File: config.mk
export PLATFORM = sky130hd
export DESIGN_NAME = charger_supervisor_fsm
export DESIGN_NICKNAME = d
export VERILOG_FILES = /design/src/rtl/csf_pkg.sv /design/src/rtl/charger_supervisor_fsm.sv
export SDC_FILE = /design/constraint.sdc
export NUM_CORES = 1
export LEC_CHECK = 0
export BUFFER_PORTS_ARGS = -buffer_cell sky130_fd_sc_hd__buf_4
export CORE_AREA = 2 2 78 95
export DETAILED_ROUTE_END_ITERATION = 8
export DIE_AREA = 0 0 80 97
export HOLD_SLACK_MARGIN = 0.03
export PLACE_DENSITY = 0.83
export SYNTH_ARGS = -nofsm -noshare
export SYNTH_HDL_FRONTEND = slang
export SYNTH_SLANG_ARGS = --single-unit
File: constraint.sdc
create_clock -name clock -period 7.45 [get_ports clock]
set_input_delay 1.49 -clock clock [delete_from_list [all_inputs] [get_ports clock]]
set_output_delay 1.49 -clock clock [all_outputs]
set_load 0.05 [all_outputs]
File: src/rtl/csf_pkg.sv
// package with types and constants for the charger supervisor
`default_nettype none
package csf_pkg;

   localparam int unsigned TicksWidth   = 20;
   localparam int unsigned CsrAddrWidth = 2;
   localparam int unsigned CsrDataWidth = 32;

   localparam logic [TicksWidth-1:0]   TicksMax   = '1;
   localparam logic [TicksWidth-1:0]   LimitReset = TicksWidth'(43200);
   localparam logic [CsrAddrWidth-1:0] AddrLimit  = '0;

   typedef enum logic [2:0] {
      ST_OFF      = 3'd0,
      ST_READY    = 3'd1,
      ST_CHARGING = 3'd2,
      ST_PAUSED   = 3'd3,
      ST_ERROR    = 3'd4
   } state_type;

   typedef struct packed {
      logic power_good_pin;
      logic charge_pin;
      logic fault_valid;
      logic fault_serious;
      logic fault_temperature;
      logic chip_overheat;
      logic query_ok;
      logic secondary_overheat;
      logic battery_overvoltage;
   } req_type;

   typedef struct packed {
      logic [2:0] charger_state;
      logic       charging_indicator;
      logic       wireless_enable;
      logic       source_is_wireless;
      logic       on_charger;
   } rsp_type;

endpackage
`default_nettype wire

File: src/rtl/charger_supervisor_fsm.sv
// charger supervisor: pin edge tracking, fault flags, charge state machine
// an accepted item passes through the input register and then the result register
// throughput: one item per cycle while the result side does not stall; the state update sits between the two registers
// a stalled result holds the input register, which then stalls the request side
// reset (synchronous): state off charger, flags clear, wireless enabled,
// charge counter zero, charge limit 43200 ticks
`default_nettype none
module charger_supervisor_fsm
   import csf_pkg::*;
(
   input  wire logic                    clock,
   input  wire logic                    reset,
   input  wire logic                    req_valid,
   output logic                         req_stall,
   input  wire req_type                 req_data,
   output logic                         rsp_valid,
   input  wire logic                    rsp_stall,
   output rsp_type                      rsp_data,
   input  wire logic                    psel,
   input  wire logic                    penable,
   input  wire logic                    pwrite,
   input  wire logic [CsrAddrWidth-1:0] paddr,
   input  wire logic [CsrDataWidth-1:0] pwdata,
   output logic [CsrDataWidth-1:0]      prdata,
   output logic                         pready
);

   logic                  in_valid_ff;
   req_type               in_data_ff;
   logic                  rsp_valid_ff;
   rsp_type               rsp_data_ff;
   logic [TicksWidth-1:0] limit_ff;

   state_type             state_ff, state_in;
   logic                  prev_pg_ff, prev_cp_ff;
   logic                  power_active_ff, power_active_in;
   logic                  charging_power_ff, charging_power_in;
   logic                  summary_ff, summary_in;
   logic                  heat_ff, heat_in;
   logic                  serious_ff, serious_in;
   logic                  source_ff, source_in;
   logic                  wireless_ff, wireless_in;
   logic [TicksWidth-1:0] ticks_ff, ticks_in;

   logic                  advance;
   logic                  heat_fault;
   logic [TicksWidth-1:0] ticks_inc;
   logic                  overtime;
   logic                  error_hit;
   logic                  source_pre;

   assign advance   = in_valid_ff && (!rsp_valid_ff || !rsp_stall);
   assign req_stall = in_valid_ff && !advance;
   assign rsp_valid = rsp_valid_ff;
   assign rsp_data  = rsp_data_ff;
   assign pready    = 1'b1;
   assign prdata    = (paddr == AddrLimit) ? CsrDataWidth'(limit_ff) : '0;

   // pin edges and fault report
   always_comb begin
      power_active_in   = power_active_ff;
      source_pre        = source_ff;
      charging_power_in = charging_power_ff;
      serious_in        = serious_ff;
      heat_fault        = heat_ff;
      if (in_data_ff.power_good_pin != prev_pg_ff) begin
         power_active_in = in_data_ff.power_good_pin;
         source_pre      = in_data_ff.power_good_pin;
      end
      if (in_data_ff.charge_pin != prev_cp_ff) begin
         charging_power_in = in_data_ff.charge_pin;
      end
      if (in_data_ff.fault_valid) begin
         serious_in = in_data_ff.fault_serious;
         heat_fault = in_data_ff.fault_temperature;
      end
      ticks_inc = (ticks_ff != TicksMax) ? ticks_ff + 1'b1 : ticks_ff;
      overtime  = summary_ff && (ticks_inc > limit_ff);
      error_hit = in_data_ff.secondary_overheat || in_data_ff.battery_overvoltage ||
                  serious_in || overtime;
   end

   // next state
   always_comb begin
      state_in = error_hit ? ST_ERROR : state_ff;
      unique case (state_in)
         ST_OFF: begin
            if (power_active_in) state_in = ST_READY;
         end
         ST_READY: begin
            if (!power_active_in) state_in = ST_OFF;
            else if (charging_power_in) state_in = ST_CHARGING;
         end
         ST_CHARGING: begin
            if (!charging_power_in) begin
               if (in_data_ff.query_ok && in_data_ff.chip_overheat) state_in = ST_PAUSED;
               else if (in_data_ff.query_ok) state_in = ST_READY;
            end else if (heat_fault) begin
               state_in = ST_PAUSED;
            end
         end
         ST_PAUSED: begin
            if (!heat_fault) state_in = ST_CHARGING;
         end
         ST_ERROR: begin
            state_in = ST_ERROR;
         end
         default: begin
            state_in = ST_ERROR;
         end
      endcase
   end

   // flag and counter updates
   always_comb begin
      state_type cur;
      cur         = error_hit ? ST_ERROR : state_ff;
      summary_in  = summary_ff;
      heat_in     = heat_fault;
      wireless_in = error_hit ? 1'b0 : wireless_ff;
      source_in   = error_hit ? 1'b1 : source_pre;
      ticks_in    = summary_ff ? ticks_inc : ticks_ff;
      unique case (cur)
         ST_READY: begin
            if (power_active_in && charging_power_in) begin
               summary_in = 1'b1;
               ticks_in   = '0;
            end
         end
         ST_CHARGING: begin
            if (!charging_power_in) begin
               if (in_data_ff.query_ok && in_data_ff.chip_overheat) begin
                  heat_in     = 1'b1;
                  wireless_in = 1'b0;
               end else if (in_data_ff.query_ok) begin
                  summary_in = 1'b0;
               end
            end else if (heat_fault) begin
               wireless_in = 1'b0;
            end
         end
         ST_PAUSED: begin
            if (!heat_fault) wireless_in = 1'b1;
         end
         default: begin
         end
      endcase
   end

   always_ff @(posedge clock) begin
      if (reset) begin
         in_valid_ff       <= 1'b0;
         rsp_valid_ff      <= 1'b0;
         limit_ff          <= LimitReset;
         state_ff          <= ST_OFF;
         prev_pg_ff        <= 1'b0;
         prev_cp_ff        <= 1'b0;
         power_active_ff   <= 1'b0;
         charging_power_ff <= 1'b0;
         summary_ff        <= 1'b0;
         heat_ff           <= 1'b0;
         serious_ff        <= 1'b0;
         source_ff         <= 1'b0;
         wireless_ff       <= 1'b1;
         ticks_ff          <= '0;
      end else begin
         if (psel && penable && pwrite && (paddr == AddrLimit)) begin
            limit_ff <= pwdata[TicksWidth-1:0];
         end
         if (!req_stall) begin
            in_valid_ff <= req_valid;
         end
         if (advance) begin
            rsp_valid_ff <= 1'b1;
         end else if (!rsp_stall) begin
            rsp_valid_ff <= 1'b0;
         end
         if (advance) begin
            state_ff          <= state_in;
            prev_pg_ff        <= in_data_ff.power_good_pin;
            prev_cp_ff        <= in_data_ff.charge_pin;
            power_active_ff   <= power_active_in;
            charging_power_ff <= charging_power_in;
            summary_ff        <= summary_in;
            heat_ff           <= heat_in;
            serious_ff        <= serious_in;
            source_ff         <= source_in;
            wireless_ff       <= wireless_in;
            ticks_ff          <= ticks_in;
         end
      end
   end

   always_ff @(posedge clock) begin
      if (req_valid && !req_stall) begin
         in_data_ff <= req_data;
      end
      if (advance) begin
         rsp_data_ff.charger_state      <= state_in;
         rsp_data_ff.charging_indicator <= summary_in;
         rsp_data_ff.wireless_enable    <= wireless_in;
         rsp_data_ff.source_is_wireless <= source_in;
         rsp_data_ff.on_charger         <= power_active_in;
      end
   end

`ifndef SYNTHESIS
   a_error_sticky: assert property (@(posedge clock) disable iff (reset)
      state_ff == ST_ERROR |=> state_ff == ST_ERROR)
      else $error("error state left");

   a_error_no_wireless: assert property (@(posedge clock) disable iff (reset)
      state_ff == ST_ERROR |-> !wireless_ff)
      else $error("wireless power enabled in error state");

   a_stall_needs_item: assert property (@(posedge clock) disable iff (reset)
      req_stall |-> in_valid_ff && rsp_valid_ff)
      else $error("request stalled with no item held");

   a_result_follows_item: assert property (@(posedge clock) disable iff (reset)
      advance |=> rsp_valid_ff)
      else $error("item processed without a result");
`endif

endmodule
`default_nettype wire
-- Word level (Yosys, flattened, before mapping)
Cells that the tools add are included.
- bits in registers: 70
- word-level logic and storage cells: 93
- add/subtract/negate cells: 1
- $lt $le $gt $ge: 1
- eq/ne operators: 7
- multiplexer cells: 37
- reduce and logical (&&, ||, !) cells: 19
- operator list (operator ; count):
    2-to-1 mux 20 bit ; 5
    2-to-1 mux 3 bit ; 9
    adder 20 x 1 -> 20 bit, second input constant ; 1
    > comparator 20 bit ; 1
    2-to-1 mux 1 bit ; 20
    inequality test 20 bit, second input constant ; 1
    case mux 3 bit (4 select lines) ; 1
    logical AND 1 bit ; 9
    equality test 3 x 2 -> 1 bit, second input constant ; 2
    logical NOT 1 bit ; 4
    logical OR 1 bit ; 4
    case mux 1 bit (2 select lines) ; 2
    equality test 3 x 1 -> 1 bit, second input constant ; 1
    logical NOT 3 bit ; 1
    logical NOT 2 bit ; 1
    inequality test 1 bit ; 2
    inequality test 2 x 1 -> 1 bit, second input constant ; 1

-- Logic depth before layout (Yosys ltp)
Gate-level depths: netlist of run 1.
- depth in word-level cells: 10
- depth in mapped cells: 17
- mapped depth without buffers: 16

-- Worst setup path before layout of run 1
No wires, ideal clock.
- path type: input -> output
- start: input paddr[1]
- end: output prdata[10]
- arrival: 2.985 ns
- data required time: 5.960 ns
- slack: 2.975 ns
- stages on the path: 3
- path buffers: 2
- cell sequence: clkbuf_1 > clkbuf_1 > nor3_1
- word-level cells in the longest chain between the ends: 2
- ends and longest elaborated chain (element ; line ; text):
    start, declared ; charger_supervisor_fsm.sv:22 ; input wire logic [CsrAddrWidth-1:0] paddr,
    logical NOT 2 bit ; charger_supervisor_fsm.sv:57 ; assign prdata = (paddr == AddrLimit) ? CsrDataWidth'(limit_ff) : '0;
    2-to-1 mux 20 bit ; charger_supervisor_fsm.sv:57 ;
    end, declared ; charger_supervisor_fsm.sv:24 ; output logic [CsrDataWidth-1:0] prdata,
Every way passes these cells.

-- Worst setup path in the final report of run 1
- start: register ticks_ff[0]
- end: register summary_ff
- word-level cells in the longest chain between the ends: 8
- elaborated cells on any way between the ends: 10
- ends and longest elaborated chain (element ; line ; text):
    start, declared ; charger_supervisor_fsm.sv:43 ; logic [TicksWidth-1:0] ticks_ff, ticks_in;
    start signal, assigned ; charger_supervisor_fsm.sv:189 ; ticks_ff <= ticks_in;
    adder 20 x 1 -> 20 bit or inequality test 20 bit (tied branches) ; charger_supervisor_fsm.sv:77 ; ticks_inc = (ticks_ff != TicksMax) ? ticks_ff + 1'b1 : ticks_ff;
    2-to-1 mux 20 bit * ; charger_supervisor_fsm.sv:77 ;
    > comparator 20 bit * ; charger_supervisor_fsm.sv:78 ; overtime = summary_ff && (ticks_inc > limit_ff);
    logical AND 1 bit * ; charger_supervisor_fsm.sv:78 ;
    logical OR 1 bit * ; charger_supervisor_fsm.sv:80 ; serious_in || overtime;
    2-to-1 mux 3 bit * ; charger_supervisor_fsm.sv:117 ; cur = error_hit ? ST_ERROR : state_ff;
    equality test 3 x 2 -> 1 bit or equality test 3 x 1 -> 1 bit (tied branches) ; charger_supervisor_fsm.sv:123 ; unique case (cur)
    case mux 1 bit (2 select lines) * ; charger_supervisor_fsm.sv:123 ;
    end signal, assigned ; charger_supervisor_fsm.sv:184 ; summary_ff <= summary_in;
    end, declared ; charger_supervisor_fsm.sv:38 ; logic summary_ff, summary_in;
Mark *: on every way between the ends. The rest lies on a longest branch, timed or not.
A chain may end at the register's enable or synchronous reset.

==> run_results.csv, run 1 <==
group,metric,value,unit
outcome,result_of_the_run,"finished clean",
power_and_ir_drop,net-switching-power,216,uW
setup_path,setup.worst_path.start,"ticks_ff[0]$_SDFFE_PP0P_",
clock_network,cts.htree.levels,3,
logic_synthesis,count_of_mapped_cells_out_of_synthesis,463,
sta,max_slew.worst_pin.slew,1.20,ns
final_layout,flow.area_growth_from_synthesis,17.8,%
power_and_ir_drop,comb_power_share,10.8,%
setup_path,critPathMaxFanout,8,
sta,timing.clock.skew,0.0126,ns
floorplan,design.core.area,0.00677,sq mm
detailed_routing,drt-vias-per-instance,5.72,
detailed_routing,post_drt_wl_per_cell,14.8,um
logic_synthesis,yosysUniqueCellTypes,52,
setup_path,setup.worst_path.start_class,"flop",
logic_synthesis,synth-edff-count,16,
clock_network,cts_num_sinks,70,
logic_synthesis,synthFlopType,"sky130_fd_sc_hd__dfxtp_1",
power_and_ir_drop,clock_power_share,39.2,%
place,dp_hpwl,6610,um
hold_path,hold_depth,2,
logic_synthesis,synth-seq-area-share,40.5,%
global_route,grt_pass1_vias,3265,
sta,setup_viol,0,
sta,relSlewSlack,19.5,%
floorplan,num_rows,33,
global_route,initial_antenna_violation_count,0,
global_route,grt_remaining_overflow,0,
clock_network,cts.reportedPaths.clkPinSlew,0.08,ns
power_and_ir_drop,power.share.sequential,50.0,%
logic_synthesis,synthesis.area,0.00385,sq mm
logic_synthesis,synthesis.yosys.warnings,0,
sta,rsz0062_at_grt,"false",
final_layout,multi_input_area,0.00204,sq mm
floorplan,dieWidth,80,um
floorplan,floorplan.initialDensity,56.9,%
power_and_ir_drop,leakage_power_summed_over_all_cells,0.00183,uW
setup_path,worst-setup-path-type,"reg2reg",
global_route,grt_pass1_wl,15000,um
final_layout,layout_commonest_cell,"sky130_fd_sc_hd__nand2_1",
logic_synthesis,synth_top_area_cell,"sky130_fd_sc_hd__dfxtp_1",
logic_synthesis,synthDominantCellAreaShare,28.1,%
clock_network,max-clock-path-buffers,2,
sta,finalSetupTns,0,ns
final_layout,finish.utilization,67.0,%
final_layout,layout.filler_cells,577,
clock_network,post_cts_buffers,0,
detailed_routing,drt-total-wl,9040,um
power_and_ir_drop,power.ir.vdd_worst,0.000149,V
detailed_routing,first_iter_violations,226,
power_and_ir_drop,power.share.switching,26.8,%
logic_synthesis,async_reset_ff_share,0,%
detailed_routing,route.vias.total,3495,
flow_run,timing.max_cap.violations,0,
setup_path,rrSetupSlack,2.80,ns
sta,finalHoldViolCount,0,
final_layout,share_of_cells_above_drive_strength_1,17.6,%
power_and_ir_drop,post-layout-total-power,808,uW
sta,layout_min_cycle_time,4.65,ns
clock_network,clk_root_buffer_cell,"sky130_fd_sc_hd__clkbuf_8",
setup_path,timing.critical_path.arrival,4.90,ns
logic_synthesis,synth.avg_cell_area,8.32,sq um
detailed_routing,drt.antenna.violating_nets,0,
setup_path,crit-reg2reg-launch,"ticks_ff[0]$_SDFFE_PP0P_",
power_and_ir_drop,power-per-cell-area,178,mW/mm^2
setup_path,cp_cell_sequence,"ha_1, and3_1, nand4_1, nor2_1, nor2_1, and3_1, xor2_1, ha_1, nand4_1, nor3_1, a221o_1, o31ai_4, nand3_2, or4_1, a32o_1",
setup_path,timing.reg2reg.worst_path_depth,15,
global_route,pin_count_of_the_biggest_net_entering_global_routing,35,
clock_network,clock_insertion_delay_at_the_later_pin_of_the_skew_report,0.35,ns
setup_path,timing.critical_path.buf_inv,0,
detailed_routing,iteration_count_of_the_initial_detailed_routing_pass,5,
hold_path,worst_hold_path_type,"reg2reg",
logic_synthesis,synth_area_leaders,"sky130_fd_sc_hd__dfxtp_1 28%, sky130_fd_sc_hd__edfxtp_1 12%, sky130_fd_sc_hd__nand2_1 7.1%",
setup_path,cp_top_family,"simple AND/OR/NAND/NOR gates",
logic_synthesis,ys_seq_elements,70,
setup_path,critPathCaptureType,"flop",
sta,report.final.slew_viol_count,0,
setup_path,path_depth,15,
detailed_routing,number_of_design_rule_violations_left_after_detail_routing,0,
setup_path,timing.critical_path.required,7.70,ns
final_layout,register_area,0.00156,sq mm
setup_path,critical_path.max_stage_delay,0.50,ns
floorplan,floorplan.die_area,0.00776,sq mm
clock_network,cts.repair.resized,0,
final_layout,fin_nets,590,
power_and_ir_drop,internal_power,591,uW
sta,final.period_utilization,62.4,%
clock_network,cts_tree,"done",
clock_network,postCtsHoldBufs,0,
place,place.port_buffers,66,
place,routability_congestion,0.886,
floorplan,die_height,97,um
global_route,track_usage,24.3,%
clock_network,tritoncts.num_buffers,9,
setup_path,r2r_end,"summary_ff$_SDFFE_PP0P_",
sta,clock.fmax,215,MHz
final_layout,antenna_cells,0,
final_layout,final_cell_mix,"73 x sky130_fd_sc_hd__nand2_1, 67 x sky130_fd_sc_hd__buf_4, 54 x sky130_fd_sc_hd__dfxtp_1",
floorplan,ios,92,
setup_path,capturing_element_of_the_worst_setup_path,"summary_ff$_SDFFE_PP0P_",
setup_path,slowest_stage,"sky130_fd_sc_hd__or4_1",
## sequential cells by signal (all words and copies together) (netlist names)
signal,cells
charging_power_ff,1
summary_ff,1
power_active_ff,1
ticks_ff,20
rsp_valid,1
in_valid_ff,1
serious_ff,1
prev_pg_ff,1
in_data_ff,9
state_ff,3
prev_cp_ff,1
source_ff,1
heat_ff,1
rsp_data,7
wireless_ff,1
limit_ff,20
## logic make-up after synthesis
family | count (synthesis) | share of synthesized area, %
simple gates | 187 | 23.3
xor+xnor | 14 | 3.18
fa+ha+maj | 21 | 6.82
flops | 70 | 40.5
mux | 4 | 1.10
other cells | 2 | 0.195
compound gates | 101 | 17.4
buf+inv | 64 | 7.53
## cell type report
type / instances / area share, %
repair buffers: 67 / 11.1
clock inverters: 6 / 1.52
flip-flops and latches: 70 / 34.4
clock buffers: 10 / 3.03
multi-input cells: 340 / 45.0
inverters: 31 / 2.56
well taps: 87 / 2.40
## cells in the mapped netlist, types with 3 or more instances
library cell and count:
sky130_fd_sc_hd__xnor2_1 9, sky130_fd_sc_hd__nor3_1 25, sky130_fd_sc_hd__o211ai_1 6, sky130_fd_sc_hd__and3_1 6, sky130_fd_sc_hd__dfxtp_1 54, sky130_fd_sc_hd__nand3b_1 3, sky130_fd_sc_hd__a21o_1 4, sky130_fd_sc_hd__o21a_1 5
sky130_fd_sc_hd__ha_1 21, sky130_fd_sc_hd__nand2b_1 4, sky130_fd_sc_hd__nor2_1 26, sky130_fd_sc_hd__xor2_1 5, sky130_fd_sc_hd__nor4_1 4, sky130_fd_sc_hd__nand2_1 73, sky130_fd_sc_hd__nand4_1 10, sky130_fd_sc_hd__buf_4 13
sky130_fd_sc_hd__clkbuf_1 19, sky130_fd_sc_hd__a21oi_1 48, sky130_fd_sc_hd__and2_1 4, sky130_fd_sc_hd__and4_1 4, sky130_fd_sc_hd__nor2b_1 4, sky130_fd_sc_hd__edfxtp_1 16, sky130_fd_sc_hd__a22o_1 10, sky130_fd_sc_hd__nand3_1 17
sky130_fd_sc_hd__o21ai_0 9, sky130_fd_sc_hd__inv_1 29
## worst reg2reg max path, delay by kind of cell (launching register included)
family	cells	cell delay, ns
simple gates	9	2.31
compound gates	3	1.00
fa+ha+maj	2	0.60
flops	1	0.42
xor+xnor	1	0.22
## worst min path at each step
stage                         startpoint                        end  slack, ns
3_3_place_gp     serious_ff$_SDFFE_PP0P_    serious_ff$_SDFFE_PP0P_       0.44
2_1_floorplan    serious_ff$_SDFFE_PP0P_    serious_ff$_SDFFE_PP0P_       0.44
5_1_grt         limit_ff[5]$_SDFFE_PP0P_   limit_ff[5]$_SDFFE_PP0P_       0.47
6_report        limit_ff[5]$_SDFFE_PP0P_   limit_ff[5]$_SDFFE_PP0P_       0.46
3_5_place_dp   limit_ff[17]$_SDFFE_PP0P_  limit_ff[17]$_SDFFE_PP0P_       0.45
4_1_cts        limit_ff[17]$_SDFFE_PP0P_  limit_ff[17]$_SDFFE_PP0P_       0.46
## metrics by stage
step / hold WS [ns] / area [sq um] / cells / setup slack, ns
after floorplan: 0.436 / 3890 / 474 / 2.98
after global placement: 0.441 / 4330 / 595 / 3.01
after detailed placement: 0.449 / 4330 / 595 / 2.90
after CTS: 0.459 / 4540 / 611 / 2.85
after global routing: 0.471 / 4540 / 611 / 2.51
final: 0.459 / 4540 / 611 / 2.80
## power by group through the flow
| stage | Sequential (uW) | Combinational (uW) | Clock [uW] |
|---|---|---|---|
| 2_1_floorplan | 417 | 58.9 | 0 |
| 3_3_place_gp | 412 | 85.0 | 0 |
| 3_5_place_dp | 412 | 86.6 | 0 |
| 4_1_cts | 403 | 87.0 | 320 |
| 5_1_grt | 405 | 94.1 | 337 |
| 6_report | 404 | 87.1 | 317 |
## routing by layer
| metal | share of wire, % | vias up | GRT usage (%) |
|---|---|---|---|
| li1 | - | 1723 | - |
| met1 | 43 | 1648 | 30.8 |
| met2 | 51 | 104 | 39.9 |
| met3 | 4.0 | 20 | 5.50 |
| met4 | 2.5 | 0 | 8.87 |
| met5 | 0 | - | 0 |
No activity file was read; power rests on OpenSTA's default activity.
==> run 2: changes to the inputs <==
ABC_AREA = 1   (was default)
CORE_AREA = 2 2 88 107   (was 2 2 78 95)
DIE_AREA = 0 0 90 109   (was 0 0 80 97)
PLACE_DENSITY = 0.75   (was 0.83)
clock period = 3.7 ns   (was 7.45 ns; I/O delays follow)
==> run 2 against run 1 <==
  * Sequential share of layout area down 3.2 points
  * Critical path depth up 10
  * Setup slack worse by 2.5 ns
  * Final cell count is 26% higher
  * Largest cell class unchanged
==> run_results.csv, run 2 <==
group,metric,value,unit
outcome,result_of_the_run,"finished clean",
clock_network,clk_root_buffer_cell,"sky130_fd_sc_hd__clkbuf_8",
floorplan,design.core.area,0.00884,sq mm
final_layout,layout_commonest_cell,"sky130_fd_sc_hd__nand2_1",
final_layout,final_cell_mix,"104 x sky130_fd_sc_hd__nand2_1, 74 x sky130_fd_sc_hd__buf_4, 68 x sky130_fd_sc_hd__inv_1",
setup_path,crit-reg2reg-launch,"ticks_ff[1]$_SDFFE_PP0P_",
logic_synthesis,synth-seq-area-share,36.7,%
sta,setup_viol,0,
sta,clock.fmax,293,MHz
final_layout,flow.area_growth_from_synthesis,17.6,%
flow_run,timing.max_cap.violations,0,
sta,finalHoldViolCount,0,
final_layout,finish.cell_count_without_fillers,771,
setup_path,worst-setup-path-type,"reg2reg",
logic_synthesis,synthFlopType,"sky130_fd_sc_hd__dfxtp_1",
power_and_ir_drop,leakage_power_summed_over_all_cells,0.00229,uW
sta,relSlewSlack,54.0,%
sta,report.final.slew_viol_count,0,
global_route,grt_remaining_overflow,0,
setup_path,critPathMaxFanout,23,
floorplan,ios,92,
power_and_ir_drop,power-per-cell-area,355,mW/mm^2
logic_synthesis,count_of_mapped_cells_out_of_synthesis,588,
detailed_routing,post_drt_wl_per_cell,12.4,um
setup_path,capturing_element_of_the_worst_setup_path,"summary_ff$_SDFFE_PP0P_",
setup_path,timing.critical_path.arrival,3.70,ns
detailed_routing,route.vias.total,3898,
sta,final.period_utilization,92.2,%
setup_path,critPathCaptureType,"flop",
place,dp_hpwl,6780,um
sta,max_slew.worst_pin.slew,0.689,ns
clock_network,cts_tree,"done",
place,dpl.cell_count,754,
logic_synthesis,synthesis.area,0.00425,sq mm
sta,layout_min_cycle_time,3.41,ns
power_and_ir_drop,power.ir.vdd_worst,0.000244,V
sta,timing.clock.skew,0.00995,ns
logic_synthesis,synthDominantCellAreaShare,25.4,%
logic_synthesis,synth.cells.most_frequent,"104 x sky130_fd_sc_hd__nand2_1, 68 x sky130_fd_sc_hd__inv_1, 63 x sky130_fd_sc_hd__nor2_1, 62 x sky130_fd_sc_hd__a21oi_1, 54 x sky130_fd_sc_hd__dfxtp_1",
sta,final.setup.worst_slack,0.288,ns
final_layout,largest_registers,"limit_ff (20), ticks_ff (20), in_data_ff (9)",
logic_synthesis,synth-edff-count,16,
detailed_routing,number_of_design_rule_violations_left_after_detail_routing,0,
logic_synthesis,yosysUniqueCellTypes,41,
detailed_routing,drt.antenna.violating_nets,0,
floorplan,num_rows,38,
floorplan,die_height,109,um
setup_path,r2r_end,"summary_ff$_SDFFE_PP0P_",
clock_network,cts.htree.levels,3,
detailed_routing,drt-vias-per-instance,5.06,
global_route,grt_pass1_vias,3605,
clock_network,tritoncts.num_buffers,9,
logic_synthesis,synthMostInstantiatedCell,"sky130_fd_sc_hd__nand2_1",
final_layout,fin_nets,717,
detailed_routing,first_iter_violations,266,
clock_network,cts_num_sinks,70,
final_layout,antenna_cells,0,
logic_synthesis,synth.avg_cell_area,7.23,sq um
logic_synthesis,ys_seq_elements,70,
final_layout,share_of_cells_above_drive_strength_1,19.7,%
logic_synthesis,synth_area_leaders,"sky130_fd_sc_hd__dfxtp_1 25%, sky130_fd_sc_hd__edfxtp_1 11%, sky130_fd_sc_hd__nand2_1 9.2%",
detailed_routing,drt-total-wl,9540,um
logic_synthesis,async_reset_ff_share,0,%
floorplan,floorplan.initialDensity,48.1,%
global_route,pin_count_of_the_biggest_net_entering_global_routing,47,
floorplan,floorplan.die_area,0.00981,sq mm
clock_network,cts.reportedPaths.clkPinSlew,0.07,ns
clock_network,clock_insertion_delay_at_the_later_pin_of_the_skew_report,0.36,ns
place,place.port_buffers,66,
global_route,track_usage,19.9,%
setup_path,setup.worst_path.start_class,"flop",
global_route,initial_antenna_violation_count,0,
hold_path,worst_hold_path_type,"reg2reg",
setup_path,timing.critical_path.required,3.99,ns
setup_path,rrSetupSlack,0.29,ns
global_route,grt_pass1_wl,16000,um
setup_path,setup.worst_path.start,"ticks_ff[1]$_SDFFE_PP0P_",
logic_synthesis,synthesis.yosys.warnings,0,
setup_path,timing.reg2reg.worst_path_depth,25,
floorplan,dieWidth,90,um
clock_network,max-clock-path-buffers,2,
detailed_routing,iteration_count_of_the_initial_detailed_routing_pass,4,
logic_synthesis,synth_top_area_cell,"sky130_fd_sc_hd__dfxtp_1",
place,post-place-ws,0.179,ns
place,routability_congestion,0.993,
-- run 2: cell types whose count changed in the layout (fill, tap and decap cells not counted), moves of 10 or more --
| cell | previous run | this run |
|---|---|---|
| sky130_fd_sc_hd__inv_1 | 29 | 68 |
| sky130_fd_sc_hd__nor2_1 | 26 | 62 |
| sky130_fd_sc_hd__o21ai_0 | 9 | 43 |
| sky130_fd_sc_hd__nand2_1 | 73 | 104 |
| sky130_fd_sc_hd__nand3_1 | 17 | 40 |
| sky130_fd_sc_hd__nor3_1 | 25 | 2 |
| sky130_fd_sc_hd__a21oi_1 | 48 | 62 |
| sky130_fd_sc_hd__a22o_1 | 10 | 0 |
-- run 2: cells by family after synthesis --
kind of cell	after synthesis	share of synthesized area, %
buffers and inverters	112	11.6
XOR/XNOR	16	3.30
adder cells (fa/ha/maj)	21	6.18
AO/OA/AOI/OAI	119	14.8
AND/OR/NAND/NOR	247	26.9
other	2	0.177
flip-flops	70	36.7
multiplexers	1	0.265
-- run 2: metal layers --
layer	share of wire [%]	routed length (um)	vias to the layer above	global-route usage, %
met3	6.1	582	21	3.25
met1	43	4130	1741	22.6
met5	0	0	-	0
met2	48	4580	127	36.1
met4	2.5	241	0	10.5
li1	-	-	2009	-
-- run 2: worst max-delay path, stage by stage, from the launching register on --
cell	delay [ns]
sky130_fd_sc_hd__dfxtp_2	0.37
sky130_fd_sc_hd__ha_2	0.22
sky130_fd_sc_hd__nand2_2	0.08
sky130_fd_sc_hd__nor3_4	0.30
sky130_fd_sc_hd__nand3_2	0.13
sky130_fd_sc_hd__nor2_2	0.13
sky130_fd_sc_hd__nand2_1	0.09
sky130_fd_sc_hd__o21ai_2	0.17
sky130_fd_sc_hd__nor2_1	0.09
sky130_fd_sc_hd__nor2_1	0.14
sky130_fd_sc_hd__ha_1	0.25
sky130_fd_sc_hd__nand2_1	0.07
sky130_fd_sc_hd__inv_1	0.04
sky130_fd_sc_hd__nand2_1	0.05
sky130_fd_sc_hd__nand2_1	0.04
sky130_fd_sc_hd__nand2_1	0.05
sky130_fd_sc_hd__nand2_1	0.04
sky130_fd_sc_hd__nand2_1	0.08
sky130_fd_sc_hd__nand3_2	0.09
sky130_fd_sc_hd__nand2_4	0.13
sky130_fd_sc_hd__nand4_2	0.13
sky130_fd_sc_hd__nor2_4	0.22
sky130_fd_sc_hd__nand2_8	0.15
sky130_fd_sc_hd__nand2_1	0.09
sky130_fd_sc_hd__nand2_1	0.07
sky130_fd_sc_hd__a21oi_1	0.11
-- run 2: how the worst min path moves through the flow --
stage                                       start                 endpoint  slack (ns)  depth (start not counted)
final                     serious_ff$_SDFFE_PP0P_  serious_ff$_SDFFE_PP0P_        0.46                          2
after global placement    serious_ff$_SDFFE_PP0P_  serious_ff$_SDFFE_PP0P_        0.44                          2
after floorplan           serious_ff$_SDFFE_PP0P_  serious_ff$_SDFFE_PP0P_        0.42                          2
after CTS                 serious_ff$_SDFFE_PP0P_  serious_ff$_SDFFE_PP0P_        0.47                          2
after detailed placement  serious_ff$_SDFFE_PP0P_  serious_ff$_SDFFE_PP0P_        0.45                          2
after global routing      serious_ff$_SDFFE_PP0P_  serious_ff$_SDFFE_PP0P_        0.50                          2
-- run 2: metrics by stage --
stage / utilization (%) / setup TNS [ns] / total power, uW / area, sq um / hold WS (ns)
6_report: 56.6 / 0 / 1770 / 5000 / 0.457
5_1_grt: 56.6 / -0.0729 / 1870 / 5000 / 0.499
4_1_cts: 56.1 / 0 / 1790 / 4960 / 0.466
3_5_place_dp: 54.0 / 0 / 1190 / 4780 / 0.454
3_3_place_gp: 54.0 / 0 / 1180 / 4780 / 0.436
2_1_floorplan: - / 0 / 1120 / 4290 / 0.424
-- run 2: cell type report --
type,instances,area (sq um)
Clock buffer,11,131
Clock inverter,5,50.0
Fill cell,843,3840
Inverter,74,280
Multi-Input combinational cell,417,2270
Sequential cell,70,1560
Tap cell,120,150
Timing Repair Buffer,74,556
-- run 2: repair_timing --
item,CTS,global route
setup endpoints to repair,0,29
hold buffers,0,0
resized for setup,0,9
setup buffers,0,1
-- run 2: where the power goes --
| group | total [uW] | leakage, uW | switching, uW | internal (uW) |
|---|---|---|---|---|
| clock network | 591 | 0.0000968 | 284 | 307 |
| logic | 333 | 0.00159 | 215 | 118 |
| registers | 850 | 0.000596 | 28.0 | 822 |
